`config.mk`:
```
export PLATFORM = sky130hd
export DESIGN_NAME = column_to_span_generator
export DESIGN_NICKNAME = d
export VERILOG_FILES = /design/src/design/cspg_pkg.sv /design/src/design/column_to_span_generator.sv /design/src/design/cspg_step.sv
export SDC_FILE = /design/constraint.sdc
export NUM_CORES = 1
export LEC_CHECK = 0
export BUFFER_PORTS_ARGS = -buffer_cell sky130_fd_sc_hd__buf_2
export CAP_MARGIN = 10
export CORE_MARGIN = 3
export CORE_UTILIZATION = 40
export DETAILED_ROUTE_END_ITERATION = 12
export GPL_ROUTABILITY_DRIVEN = 0
export HOLD_SLACK_MARGIN = 0.15
export PLACE_DENSITY = 0.56
export SETUP_SLACK_MARGIN = 0.5
export SYNTH_ARGS = -nofsm -noshare
export SYNTH_HDL_FRONTEND = slang
export SYNTH_SLANG_ARGS = --single-unit
```
`constraint.sdc`:
```
create_clock -name clk -period 9.2 [get_ports clk]
set_input_delay 0 -clock clk [delete_from_list [all_inputs] [get_ports clk]]
set_output_delay 0 -clock clk [all_outputs]
set_load 0.005 [all_outputs]
```
`src/design/cspg_pkg.sv`:
```
// Shared types and constants for the column-to-span generator.
// Used by cspg_step and column_to_span_generator; depends on nothing.
package cspg_pkg;

    localparam int ROW_W = 6;
    localparam int X_W   = 9;

    typedef logic [ROW_W-1:0] row_t;
    typedef logic [X_W-1:0]   xpos_t;
    typedef logic [1:0]       phase_t;

    // Pass order within one column.
    localparam phase_t PH_CLOSE_TOP = 2'd0;
    localparam phase_t PH_OPEN_TOP  = 2'd1;
    localparam phase_t PH_CLOSE_BOT = 2'd2;
    localparam phase_t PH_OPEN_BOT  = 2'd3;

    // Action chosen by the step unit for the current cycle.
    typedef struct packed {
        logic emit;
        logic mark;
        logic last;
        logic done;
    } step_ctrl_t;

endpackage

```
`src/design/column_to_span_generator.sv`:
```
// Top level of the column-to-span generator: sequencer, row start memory, output register.
// Depends on cspg_pkg and cspg_step.
//
// One column beat is taken, then the block handles one row per cycle while no
// span waits on out_stall: each closed row leaves as one span beat and each
// opened row writes its start x into the row start memory. No new column is
// accepted until the step unit finds no work left for the current one. The
// pace is set by the single step unit, which compares the extents and moves
// one row per cycle, and by the one-port row start memory. Spans are read
// from the memory with a registered read; the memory needs no clearing after
// reset.
module column_to_span_generator #(
    parameter int ROWS = 64
) (
    input  logic               clk,
    input  logic               rst_n,
    input  logic               in_valid,
    output logic               in_stall,
    input  logic               first,
    input  cspg_pkg::xpos_t    column_x,
    input  cspg_pkg::row_t     top_row,
    input  cspg_pkg::row_t     bottom_row,
    output logic               out_valid,
    input  logic               out_stall,
    output cspg_pkg::row_t     row,
    output cspg_pkg::xpos_t    start_x,
    output cspg_pkg::xpos_t    end_x,
    output logic               is_last
);
    import cspg_pkg::*;

    localparam int DEPTH = (ROWS > (1 << ROW_W)) ? (1 << ROW_W) : ROWS;
    localparam int AW    = $clog2(DEPTH);
    localparam row_t EMPTY_TOP = row_t'(DEPTH - 1);

    logic       busy_reg;
    phase_t     phase_reg;
    row_t       prev_top_reg;
    row_t       prev_bot_reg;
    row_t       pt_reg;
    row_t       pb_reg;
    row_t       nt_reg;
    row_t       nb_reg;
    xpos_t      x_reg;
    logic       out_valid_reg;
    row_t       out_row_reg;
    xpos_t      out_end_reg;
    logic       out_last_reg;
    xpos_t      rd_data_reg;
    logic       rd_zero_reg;
    xpos_t      mem [DEPTH];

    phase_t     phase_next;
    row_t       pt_next;
    row_t       pb_next;
    row_t       nt_next;
    row_t       nb_next;
    row_t       step_row;
    step_ctrl_t ctrl;
    logic       accept;
    logic       emit_ok;
    logic       row_in_range;
    logic       act;

    assign in_stall = busy_reg;
    assign accept   = in_valid && !busy_reg;
    assign emit_ok  = !out_valid_reg || !out_stall;
    assign act      = busy_reg && !ctrl.done;

    // Step unit working on the held extents.
    cspg_step u_step (
        .phase      (phase_reg),
        .pt         (pt_reg),
        .pb         (pb_reg),
        .nt         (nt_reg),
        .nb         (nb_reg),
        .emit_ok    (emit_ok && busy_reg),
        .phase_next (phase_next),
        .pt_next    (pt_next),
        .pb_next    (pb_next),
        .nt_next    (nt_next),
        .nb_next    (nb_next),
        .step_row   (step_row),
        .ctrl       (ctrl)
    );

    // Rows past the memory depth have no stored start.
    assign row_in_range = {1'b0, step_row} < (ROW_W + 1)'(DEPTH);

    // Sequencer control and previous column extent.
    always_ff @(posedge clk or negedge rst_n)
    begin
        if (!rst_n)
        begin
            busy_reg      <= 1'b0;
            phase_reg     <= PH_CLOSE_TOP;
            prev_top_reg  <= EMPTY_TOP;
            prev_bot_reg  <= '0;
            out_valid_reg <= 1'b0;
        end
        else
        begin
            if (accept)
            begin
                busy_reg     <= 1'b1;
                phase_reg    <= PH_CLOSE_TOP;
                prev_top_reg <= top_row;
                prev_bot_reg <= bottom_row;
            end
            else if (busy_reg)
            begin
                busy_reg  <= !ctrl.done;
                phase_reg <= phase_next;
            end
            out_valid_reg <= (busy_reg && ctrl.emit) || (out_valid_reg && out_stall);
        end
    end

    // Working extents of the column in progress.
    always_ff @(posedge clk)
    begin
        if (accept)
        begin
            pt_reg <= first ? EMPTY_TOP : prev_top_reg;
            pb_reg <= first ? row_t'(0) : prev_bot_reg;
            nt_reg <= top_row;
            nb_reg <= bottom_row;
            x_reg  <= column_x;
        end
        else if (act)
        begin
            pt_reg <= pt_next;
            pb_reg <= pb_next;
            nt_reg <= nt_next;
            nb_reg <= nb_next;
        end
    end

    // Span output register; start x comes from the registered memory read.
    always_ff @(posedge clk)
    begin
        if (busy_reg && ctrl.emit)
        begin
            out_row_reg  <= step_row;
            out_end_reg  <= x_reg;
            out_last_reg <= ctrl.last;
            rd_zero_reg  <= !row_in_range;
        end
    end

    // Row start memory: one access per cycle, write on open, read on close.
    always_ff @(posedge clk)
    begin
        if (busy_reg && ctrl.mark && row_in_range)
        begin
            mem[step_row[AW-1:0]] <= x_reg;
        end
        if (busy_reg && ctrl.emit)
        begin
            rd_data_reg <= mem[step_row[AW-1:0]];
        end
    end

    assign out_valid = out_valid_reg;
    assign row       = out_row_reg;
    assign start_x   = rd_zero_reg ? xpos_t'(0) : rd_data_reg;
    assign end_x     = out_end_reg;
    assign is_last   = out_last_reg;

    // A span is launched only into a free or draining output register.
    assert property (@(posedge clk) disable iff (!rst_n)
        (busy_reg && ctrl.emit) |-> (!out_valid_reg || !out_stall))
        else $error("span launched over a waiting span");

    // The memory port never sees a write and a read in one cycle.
    assert property (@(posedge clk) disable iff (!rst_n)
        !(busy_reg && ctrl.emit && ctrl.mark))
        else $error("row start memory written and read together");

    // Once the step unit finds no work, the block is ready next cycle.
    assert property (@(posedge clk) disable iff (!rst_n)
        (busy_reg && ctrl.done) |=> !in_stall)
        else $error("sequencer did not release after finishing a column");

    // A last span is always the one that ends the column's work.
    assert property (@(posedge clk) disable iff (!rst_n)
        (busy_reg && ctrl.emit && ctrl.last) |=> !(busy_reg && ctrl.emit))
        else $error("span emitted after a last span of the same column");

endmodule

```
`src/design/cspg_step.sv`:
```
// Shared compare and step unit: picks one row action per cycle.
// Depends on cspg_pkg.
module cspg_step (
    input  cspg_pkg::phase_t     phase,
    input  cspg_pkg::row_t       pt,
    input  cspg_pkg::row_t       pb,
    input  cspg_pkg::row_t       nt,
    input  cspg_pkg::row_t       nb,
    input  logic                 emit_ok,
    output cspg_pkg::phase_t     phase_next,
    output cspg_pkg::row_t       pt_next,
    output cspg_pkg::row_t       pb_next,
    output cspg_pkg::row_t       nt_next,
    output cspg_pkg::row_t       nb_next,
    output cspg_pkg::row_t       step_row,
    output cspg_pkg::step_ctrl_t ctrl
);
    import cspg_pkg::*;

    logic c_close_top;
    logic c_open_top;
    logic c_close_bot;
    logic c_open_bot;
    row_t pt_inc;
    row_t pb_dec;

    // Loop conditions of the four passes on the current extents.
    assign c_close_top = (pt < nt) && (pt <= pb);
    assign c_open_top  = (nt < pt) && (nt <= nb);
    assign c_close_bot = (pb > nb) && (pb >= pt);
    assign c_open_bot  = (nb > pb) && (nb >= nt);

    assign pt_inc = pt + row_t'(1);
    assign pb_dec = pb - row_t'(1);

    // Take the first pass at or after the current phase that still has work.
    always_comb
    begin
        phase_next = phase;
        pt_next    = pt;
        pb_next    = pb;
        nt_next    = nt;
        nb_next    = nb;
        step_row   = pt;
        ctrl       = '0;
        if ((phase == PH_CLOSE_TOP) && c_close_top)
        begin
            step_row = pt;
            if (emit_ok)
            begin
                ctrl.emit = 1'b1;
                pt_next   = pt_inc;
                // Last span when neither closing pass continues with the new top.
                ctrl.last = !((pt_inc < nt) && (pt_inc <= pb))
                         && !((pb > nb) && (pb >= pt_inc));
            end
        end
        else if ((phase <= PH_OPEN_TOP) && c_open_top)
        begin
            phase_next = PH_OPEN_TOP;
            step_row   = nt;
            ctrl.mark  = 1'b1;
            nt_next    = nt + row_t'(1);
        end
        else if ((phase <= PH_CLOSE_BOT) && c_close_bot)
        begin
            phase_next = PH_CLOSE_BOT;
            step_row   = pb;
            if (emit_ok)
            begin
                ctrl.emit = 1'b1;
                pb_next   = pb_dec;
                ctrl.last = !((pb_dec > nb) && (pb_dec >= pt));
            end
        end
        else if (c_open_bot)
        begin
            phase_next = PH_OPEN_BOT;
            step_row   = nb;
            ctrl.mark  = 1'b1;
            nb_next    = nb - row_t'(1);
        end
        else
        begin
            ctrl.done = 1'b1;
        end
    end

endmodule

```
==> results.yml, run 1 <==
run_status:
  status: "finished clean"
synth:
  syn_avg_cell_area_um2: 14.2
  synthAdderAreaFrac: 0.0234
  synthCells: 1922
  synth_top_family_by_area: "compound AO/OA/AOI/OAI gates"
  synth_top_area_share: 0.697
  ys_seq_elements: 650
  synth_xor_area_frac: 0.00513
  synth.area.top_cells: "edfxtp_1 (70%), mux2i_1 (5.1%), nand2_1 (3.8%)"
  async_flop_share: 0.0246
  synthSimpleGateAreaFrac: 0.0907
  synth_edf_count: 634
  syn-cell-area_mm2: 0.0273
  ys.flop_type: "edfxtp_1"
  ys_types: 62
  synth_seq_area_share: 0.712
  muxShareOfSynthArea: 0.0513
  synth_top_cell_by_area: "edfxtp_1"
  ys.warnings.count: 0
  synth_compound_area_frac: 0.0948
  syn_nets: 1999
critical_path:
  cp-start-kind: "flip-flop"
  cpPeakStageDelay_ns: 1.00
  path_delay_family: "simple AND/OR/NAND/NOR gates"
  cpMaxStageDelayCell: "nand3_1"
  crit_arrival_ns: 6.98
  path_buf_inv: 4
  crit_type: "flip-flop to flip-flop"
  end_kind: "flip-flop"
  r2r_cells: 12
  cp_common_cell: "buf_4"
  ff2ff_setup_slack_ns: 2.43
  r2r-end: "mem[57][2]$_DFFE_PP_"
  path_cells: "inv_1 > ha_1 > a21o_1 > a221o_1 > nor4_2 > a32oi_4 > buf_4 > o31a_2 > buf_4 > inv_6 > nand3_1 > nor2_1"
  cp.required_ns: 9.41
  critPathMaxFanout: 115
  reg2reg_from: "nt_reg[4]$_DFFE_PP_"
die:
  num_io_pins: 53
  die_width_um: 267
  start_util: 0.405
  die_area_mm2: 0.0715
  die_h_um: 267
  row_count: 95
  core_area_mm2: 0.0674
clocking:
  cts_buffer_depth: 3
  postCtsSetupBuffers: 0
  htree_levels: 3
  cts-root-buf: "clkbuf_16"
  numCtsBuffers: 74
  clkSinkCount: 650
  path_clk_slew_ns: 0.06
  clkLatencyLatePin_ns: 0.61
  cts_tree: "done"
  cts.repair.resized: 0
global_routing:
  gr-total-overflow: 0
  grt_pass1_vias: 16945
  grt_max_degree: 153
  antenna_found_initial: 4
  grtUsageTotal: 0.209
  grt_pass1_wl_um: 111000
timing:
  rsz0062_at_grt: "no"
  max_freq_mhz: 148
  worstMarginPinSlew_ns: 1.22
  slew_viol_final: 0
  slew_headroom: 0.179
  finalSetupViolCount: 0
  period_share: 0.736
  hold_violations: 0
  holdWs_ns: 0.227
  fin_worst_skew_ns: 0.0250
  setup_tns_ns: 0
  post-route-min-period_ns: 6.77
layout:
  fin_area_mm2: 0.0314
  final_cell_mix: "edfxtp_1 (634), nand2_1 (278), mux2i_1 (140)"
  largest_reg_flops: 576
  nets: 2103
  layout_commonest_cell: "edfxtp_1"
  drive_above_1_share: 0.105
  final_core_util: 0.465
  syn_to_final_growth_pct: 14.8
  antenna_cells: 0
routing:
  drcViolationCount: 0
  drt_first_pass_iters: 5
  wl_per_cell_um: 25.2
  vias: 16935
  drt_iter0_drc: 1796
  ant_nets: 0
  via_per_inst: 5.73
  postRouteWirelength_um: 74300
hold_path:
  worstHoldPathCells: 4
  holdPathEnd: "out_valid$_DFF_PN0_"
  hp-class: "input pin to flip-flop"
  hp-start: "out_stall"
place:
  port-buffer-count: 52
  hpwl_um: 43500
  place_area_mm2: 0.0284
flow_run:
  drv_cap: 0
per-stage QoR:
| step | cells | setup WS [ns] |
|---|---|---|
| global placement | 2764 | 2.67 |
| detailed placement | 2764 | 2.58 |
| global route | 2955 | 2.10 |
| floorplan | 1922 | 4.95 |
| finish | 2955 | 2.43 |
| CTS | 2954 | 2.53 |
Yosys cell counts, drive strengths merged (10+ instances only):
cell type	n
a22o	13
clkbuf	56
nand3	78
edfxtp	634
a31oi	28
and2	31
dfrtp	10
a22oi	67
inv	32
nor3	14
buf	53
a32oi	21
mux2i	140
or4	10
a211oi	31
o21ai	28
a221oi	37
xnor2	14
a21oi	98
ha	51
nor2	98
nand2	278
cell type report:
type | instances | area [um2]
Fill cell | 5844 | 36000
Sequential cell | 650 | 19400
Multi-Input combinational cell | 1129 | 7280
Clock buffer | 91 | 1980
Tap cell | 873 | 1090
Timing Repair Buffer | 137 | 1070
Clock inverter | 41 | 357
Inverter | 34 | 133
tightest hold or removal path, delay by kind of cell:
kind	cells	cell delay (ns)
buf+inv	2	0.62
compound gates	1	0.10
simple gates	1	0.06
worst max-delay path by stage:
stage                        start              endpoint  slack, ns  cells after the start
3_3_place_gp   pt_reg[2]$_DFFE_PP_  mem[41][3]$_DFFE_PP_       2.67                     12
6_report       nt_reg[4]$_DFFE_PP_  mem[57][2]$_DFFE_PP_       2.43                     12
3_5_place_dp   pt_reg[2]$_DFFE_PP_  mem[25][0]$_DFFE_PP_       2.58                     12
4_1_cts        nt_reg[2]$_DFFE_PP_  mem[57][2]$_DFFE_PP_       2.53                     13
5_1_grt        nt_reg[2]$_DFFE_PP_  mem[57][3]$_DFFE_PP_       2.10                     13
2_1_floorplan  nt_reg[3]$_DFFE_PP_  mem[13][0]$_DFFE_PP_       4.95                     16
per-layer routing:
metal,track usage,wire (um)
met1,0.290,32100
met2,0.334,34500
met3,0.0383,5320
met4,0.0723,2450
met5,0,0
cell families after synthesis:
logic type               count (synthesis)
AO/OA/AOI/OAI                          364
XOR/XNOR                                16
adder cells (fa/ha/maj)                 51
buffers and inverters                  143
flip-flops                             650
multiplexers                           140
AND/OR/NAND/NOR                        558
what timing repair did:
action	CTS	global route
hold buffers	58	0
hold endpoints to repair	64	0
endpoints found under the setup margin	0	0
Power of run 1 is not shown: default switching activity piles up to over one toggle a cycle in this logic, so the estimate is an artifact.
==> run 2, diff against run 1 <==
Clock period 9.2 ns to 6.8 ns, I/O delays scaled along.
==> results.yml, run 2 (synthesis gave the netlist of run 1 again) <==
run_status:
  status: "finished clean"
clocking:
  cts_tree: "done"
  postCtsSetupBuffers: 0
  path_clk_slew_ns: 0.06
  cts_buffer_depth: 3
  clkLatencyLatePin_ns: 0.62
  cts-root-buf: "clkbuf_16"
  htree_levels: 3
  clkSinkCount: 650
  cts.repair.resized: 0
  numCtsBuffers: 71
flow_run:
  drv_cap: 0
layout:
  nets: 2152
  largest_reg_flops: 576
  layout_commonest_cell: "edfxtp_1"
  register_area_mm2: 0.0194
  antenna_cells: 0
  nFillCells: 5862
  multi_input_area_mm2: 0.00728
  drive_above_1_share: 0.121
  syn_to_final_growth_pct: 15.8
  final_cell_mix: "edfxtp_1 (634), nand2_1 (278), mux2i_1 (140)"
die:
  row_count: 95
  core_area_mm2: 0.0674
  die_area_mm2: 0.0715
  die_width_um: 267
  start_util: 0.405
  die_h_um: 267
  num_io_pins: 53
routing:
  via_per_inst: 5.67
  vias: 17019
  drt_iter0_drc: 1864
  drcViolationCount: 0
  wl_per_cell_um: 24.4
  ant_nets: 0
  postRouteWirelength_um: 73200
  drt_first_pass_iters: 5
global_routing:
  grt_pass1_wl_um: 111000
  grt_pass1_vias: 16937
  antenna_found_initial: 0
  grt_max_degree: 105
  grtUsageTotal: 0.207
  gr-total-overflow: 0
critical_path:
  end_kind: "flip-flop"
  worstSetupEndpoint: "rd_data_reg[6]$_DFFE_PP_"
  crit_arrival_ns: 5.87
  critPathMaxFanout: 10
  ff2ff_setup_slack_ns: 1.28
  cp-startpoint: "pt_reg[0]$_DFFE_PP_"
  crit_type: "flip-flop to flip-flop"
  cp-start-kind: "flip-flop"
  r2r_cells: 13
  cp.required_ns: 7.15
  reg2reg_from: "pt_reg[0]$_DFFE_PP_"
  r2r-end: "rd_data_reg[6]$_DFFE_PP_"
timing:
  fin_worst_skew_ns: 0.0221
  max_freq_mhz: 181
  hold_violations: 0
  worstMarginPinSlew_ns: 1.17
  post-route-min-period_ns: 5.52
  finalSetupViolCount: 0
  rsz0062_at_grt: "no"
  slew_headroom: 0.214
  setup_slack_ns: 1.28
  period_share: 0.812
  slew_viol_final: 0
  setup_tns_ns: 0
place:
  place_ws_ns: 1.32
  port-buffer-count: 52
  hpwl_um: 43600
hold_path:
  hp-class: "input pin to flip-flop"
  worstHoldPathCells: 4
run 2: how the worst min path moves through the flow:
stage | startpoint | to | slack (ns)
detailed placement | rst_n | prev_bot_reg[4]$_DFFE_PN0P_ | -0.04
floorplan | rst_n | in_stall$_DFF_PN0_ | -0.30
CTS | bottom_row[1] | nb_reg[1]$_DFFE_PP_ | 0.25
global route | bottom_row[1] | nb_reg[1]$_DFFE_PP_ | 0.31
global placement | rst_n | prev_bot_reg[4]$_DFFE_PN0P_ | -0.05
finish | bottom_row[1] | nb_reg[1]$_DFFE_PP_ | 0.28
run 2: routing by layer:
layer / wire [um] / vias to the layer above / GRT usage
li1: - / 7704 / -
met5: 0 / - / 0
met1: 32700 / 8597 / 0.299
met4: 1880 / 0 / 0.0637
met3: 4690 / 112 / 0.0317
met2: 33900 / 606 / 0.324
run 2: area by class of cell:
type	count	share of cell area
clock inverter	38	0.00977
multi-input combinational	1129	0.230
inverter	34	0.00419
timing repair buffer	189	0.0476
sequential	650	0.615
tap	873	0.0345
clock buffer	90	0.0588
run 2: what timing repair did:
item / 4_1_cts / 5_1_grt
hold buffers: 61 / 0
endpoints found under the hold margin: 64 / 0
endpoints found under the setup margin: 0 / 0
run 2: per-stage QoR:
step | hold WS (ns) | cells | utilization | area [um2]
2_1_floorplan | -0.296 | 1922 | - | 27300
3_3_place_gp | -0.0506 | 2814 | 0.428 | 28800
3_5_place_dp | -0.0382 | 2814 | 0.428 | 28800
4_1_cts | 0.252 | 3003 | 0.469 | 31600
5_1_grt | 0.312 | 3003 | 0.469 | 31600
6_report | 0.282 | 3003 | 0.469 | 31600
run 2: worst max-delay path, cell delays in order, from the launching register on:
cell,delay [ns]
edfxtp_1,0.59
ha_1,0.41
nor2b_1,0.12
o21ai_0,0.10
a41oi_1,0.46
or3_1,0.41
o211ai_1,0.14
a31oi_1,0.87
inv_2,0.23
nand4_1,0.41
a211oi_1,0.15
nor4_1,0.54
o221ai_1,0.23
or4_1,0.55
Power of run 2 is left out for the same reason.
==> run 3, diff against run 2 <==
Settings changed: ABC_AREA set to 1, PLACE_DENSITY 0.56 to 0.58.
Clock period 6.8 ns to 4.85 ns, I/O delays scaled along.
==> results.yml, run 3 <==
timing:
  hold_violations: 0
  slew_viol_final: 0
  setup_tns_ns: 0
  period_share: 0.848
  fin_worst_skew_ns: 0.0224
  post-route-min-period_ns: 4.11
  rsz0062_at_grt: "no"
  worstMarginPinSlew_ns: 1.27
  finalSetupViolCount: 0
  max_freq_mhz: 243
  slew_headroom: 0.151
routing:
  via_per_inst: 5.07
  postRouteWirelength_um: 82500
  drt_iter0_drc: 2006
  wl_per_cell_um: 20.6
  vias: 20265
  drcViolationCount: 0
  ant_nets: 0
  drt_first_pass_iters: 6
critical_path:
  cp_common_cell: "inv_1"
  crit_arrival_ns: 4.34
  path_delay_family: "simple AND/OR/NAND/NOR gates"
  r2r-end: "mem[56][3]$_DFFE_PP_"
  cpPeakStageDelay_ns: 0.64
  path_buf_inv: 4
  cp-start-kind: "flip-flop"
  path_cells: "inv_1 > ha_1 > a31oi_1 > nand3_2 > nand2_1 > inv_2 > a21oi_1 > o21ai_0 > o21ai_2 > inv_1 > nor2_4 > inv_1 > nor2_1"
  cpMaxStageDelayCell: "nor2_1"
  end_kind: "flip-flop"
  reg2reg_from: "pt_reg[0]$_DFFE_PP_"
  crit_type: "flip-flop to flip-flop"
  critPathMaxFanout: 12
  worstSetupEndpoint: "mem[56][3]$_DFFE_PP_"
  crit_cells: 13
  ff2ff_setup_slack_ns: 0.74
  r2r_cells: 13
  cp.required_ns: 5.08
  cp-startpoint: "pt_reg[0]$_DFFE_PP_"
layout:
  fin_area_mm2: 0.0338
  final_cell_mix: "nand2_1 (746), edfxtp_1 (634), inv_1 (506)"
  drive_above_1_share: 0.103
  syn_to_final_growth_pct: 14.5
  largest_reg_flops: 576
  nFillCells: 6734
  nets: 3068
  layout_commonest_cell: "nand2_1"
  stdcell_count: 4000
  multi_input_area_mm2: 0.00765
  register_area_mm2: 0.0194
clocking:
  clkSinkCount: 650
  postCtsSetupBuffers: 0
  cts_buffer_depth: 3
  path_clk_slew_ns: 0.06
  cts-root-buf: "clkbuf_16"
  htree_levels: 3
  cts_tree: "done"
  clkLatencyLatePin_ns: 0.62
  numCtsBuffers: 70
synth:
  synthCells: 2846
  synth.most_common_cell: "nand2_1"
  syn_nets: 2923
  synth_top_area_share: 0.644
  syn_avg_cell_area_um2: 10.4
  synth_seq_area_share: 0.658
  ys_top_cells_by_count: "nand2_1 (746), edfxtp_1 (634), inv_1 (507), nand3_1 (282), nor2_1 (163)"
  ys_types: 43
  ys_seq_elements: 650
  ys.flop_type: "edfxtp_1"
  ys.warnings.count: 0
  syn-cell-area_mm2: 0.0296
  synth_edf_count: 634
  synth_top_cell_by_area: "edfxtp_1"
  async_flop_share: 0.0246
  synth.area.top_cells: "edfxtp_1 (64%), nand2_1 (9.5%), inv_1 (6.4%)"
place:
  hpwl_um: 49900
  place_area_mm2: 0.0311
  port-buffer-count: 52
  dpl.cell_count: 3838
die:
  die_h_um: 278
  row_count: 99
  core_area_mm2: 0.0731
  die_width_um: 278
  die_area_mm2: 0.0772
  num_io_pins: 53
  start_util: 0.405
global_routing:
  antenna_found_initial: 0
  grt_max_degree: 155
  grtUsageTotal: 0.211
  grt_pass1_vias: 19839
  gr-total-overflow: 0
  grt_pass1_wl_um: 124000
run_status:
  status: "finished clean"
hold_path:
  hp-class: "input pin to flip-flop"
flow_run:
  drv_cap: 0
## run 3: cell type report
class | instances | share of cell area
Multi-Input combinational cell | 1567 | 0.226
Timing Repair Buffer | 180 | 0.0418
Sequential cell | 650 | 0.575
Timing Repair inverter | 1 | 0.000333
Inverter | 521 | 0.0586
Clock buffer | 83 | 0.0544
Antenna cell | 1 | 0.0000740
Tap cell | 959 | 0.0355
Clock inverter | 38 | 0.00862
## run 3: stage by stage
| step | utilization | hold slack [ns] | setup WS (ns) |
|---|---|---|---|
| 2_1_floorplan | - | -0.296 | 1.57 |
| 3_3_place_gp | 0.426 | -0.0402 | 0.472 |
| 3_5_place_dp | 0.426 | -0.0335 | 0.366 |
| 4_1_cts | 0.460 | 0.155 | 0.511 |
| 5_1_grt | 0.463 | 0.223 | 0.507 |
| 6_report | 0.463 | 0.194 | 0.736 |
## run 3: worst reg2reg max path, stage by stage (launching register included)
cell and delay, ns:
edfxtp_1 0.58, inv_1 0.17, ha_1 0.33, a31oi_1 0.25, nand3_2 0.27, nand2_1 0.19
inv_2 0.07, a21oi_1 0.15, o21ai_0 0.12, o21ai_2 0.11, inv_1 0.25, nor2_4 0.37
inv_1 0.24, nor2_1 0.64
## run 3: cells by family after synthesis
| logic type | Yosys count | synth area share |
|---|---|---|
| flip-flops | 650 | 0.658 |
| adder cells (fa/ha/maj) | 51 | 0.0216 |
| AND/OR/NAND/NOR | 1343 | 0.200 |
| XOR/XNOR | 11 | 0.00326 |
| buffers and inverters | 630 | 0.0875 |
| AO/OA/AOI/OAI | 161 | 0.0300 |
## run 3: timing repair
action                                  CTS  global route
gates cloned                              0             4
pin swaps                                 0             1
endpoints found under the hold margin    82             0
resized for setup                         3            32
endpoints found under the setup margin    5           222
hold buffers                             36             0
## run 3: how the worst min path moves through the flow
stage	start	to	slack (ns)	cells past startpoint
final	bottom_row[3]	prev_bot_reg[3]$_DFFE_PN0P_	0.19	4
after global routing	top_row[1]	prev_top_reg[1]$_DFFE_PN1P_	0.22	4
after CTS	bottom_row[3]	prev_bot_reg[3]$_DFFE_PN0P_	0.15	4
after detailed placement	rst_n	prev_bot_reg[3]$_DFFE_PN0P_	-0.03	1
after global placement	rst_n	prev_bot_reg[3]$_DFFE_PN0P_	-0.04	1
after floorplan	rst_n	in_stall$_DFF_PN0_	-0.30	0
## run 3: layer usage
metal  up-vias  GRT usage  wire, um
li1       9525          -         -
met1      9877      0.295     36100
met2       722      0.333     38100
met3       141     0.0323      5440
met4         0     0.0820      2870
met5         -          0         0
Power of run 3 is left out for the same reason.
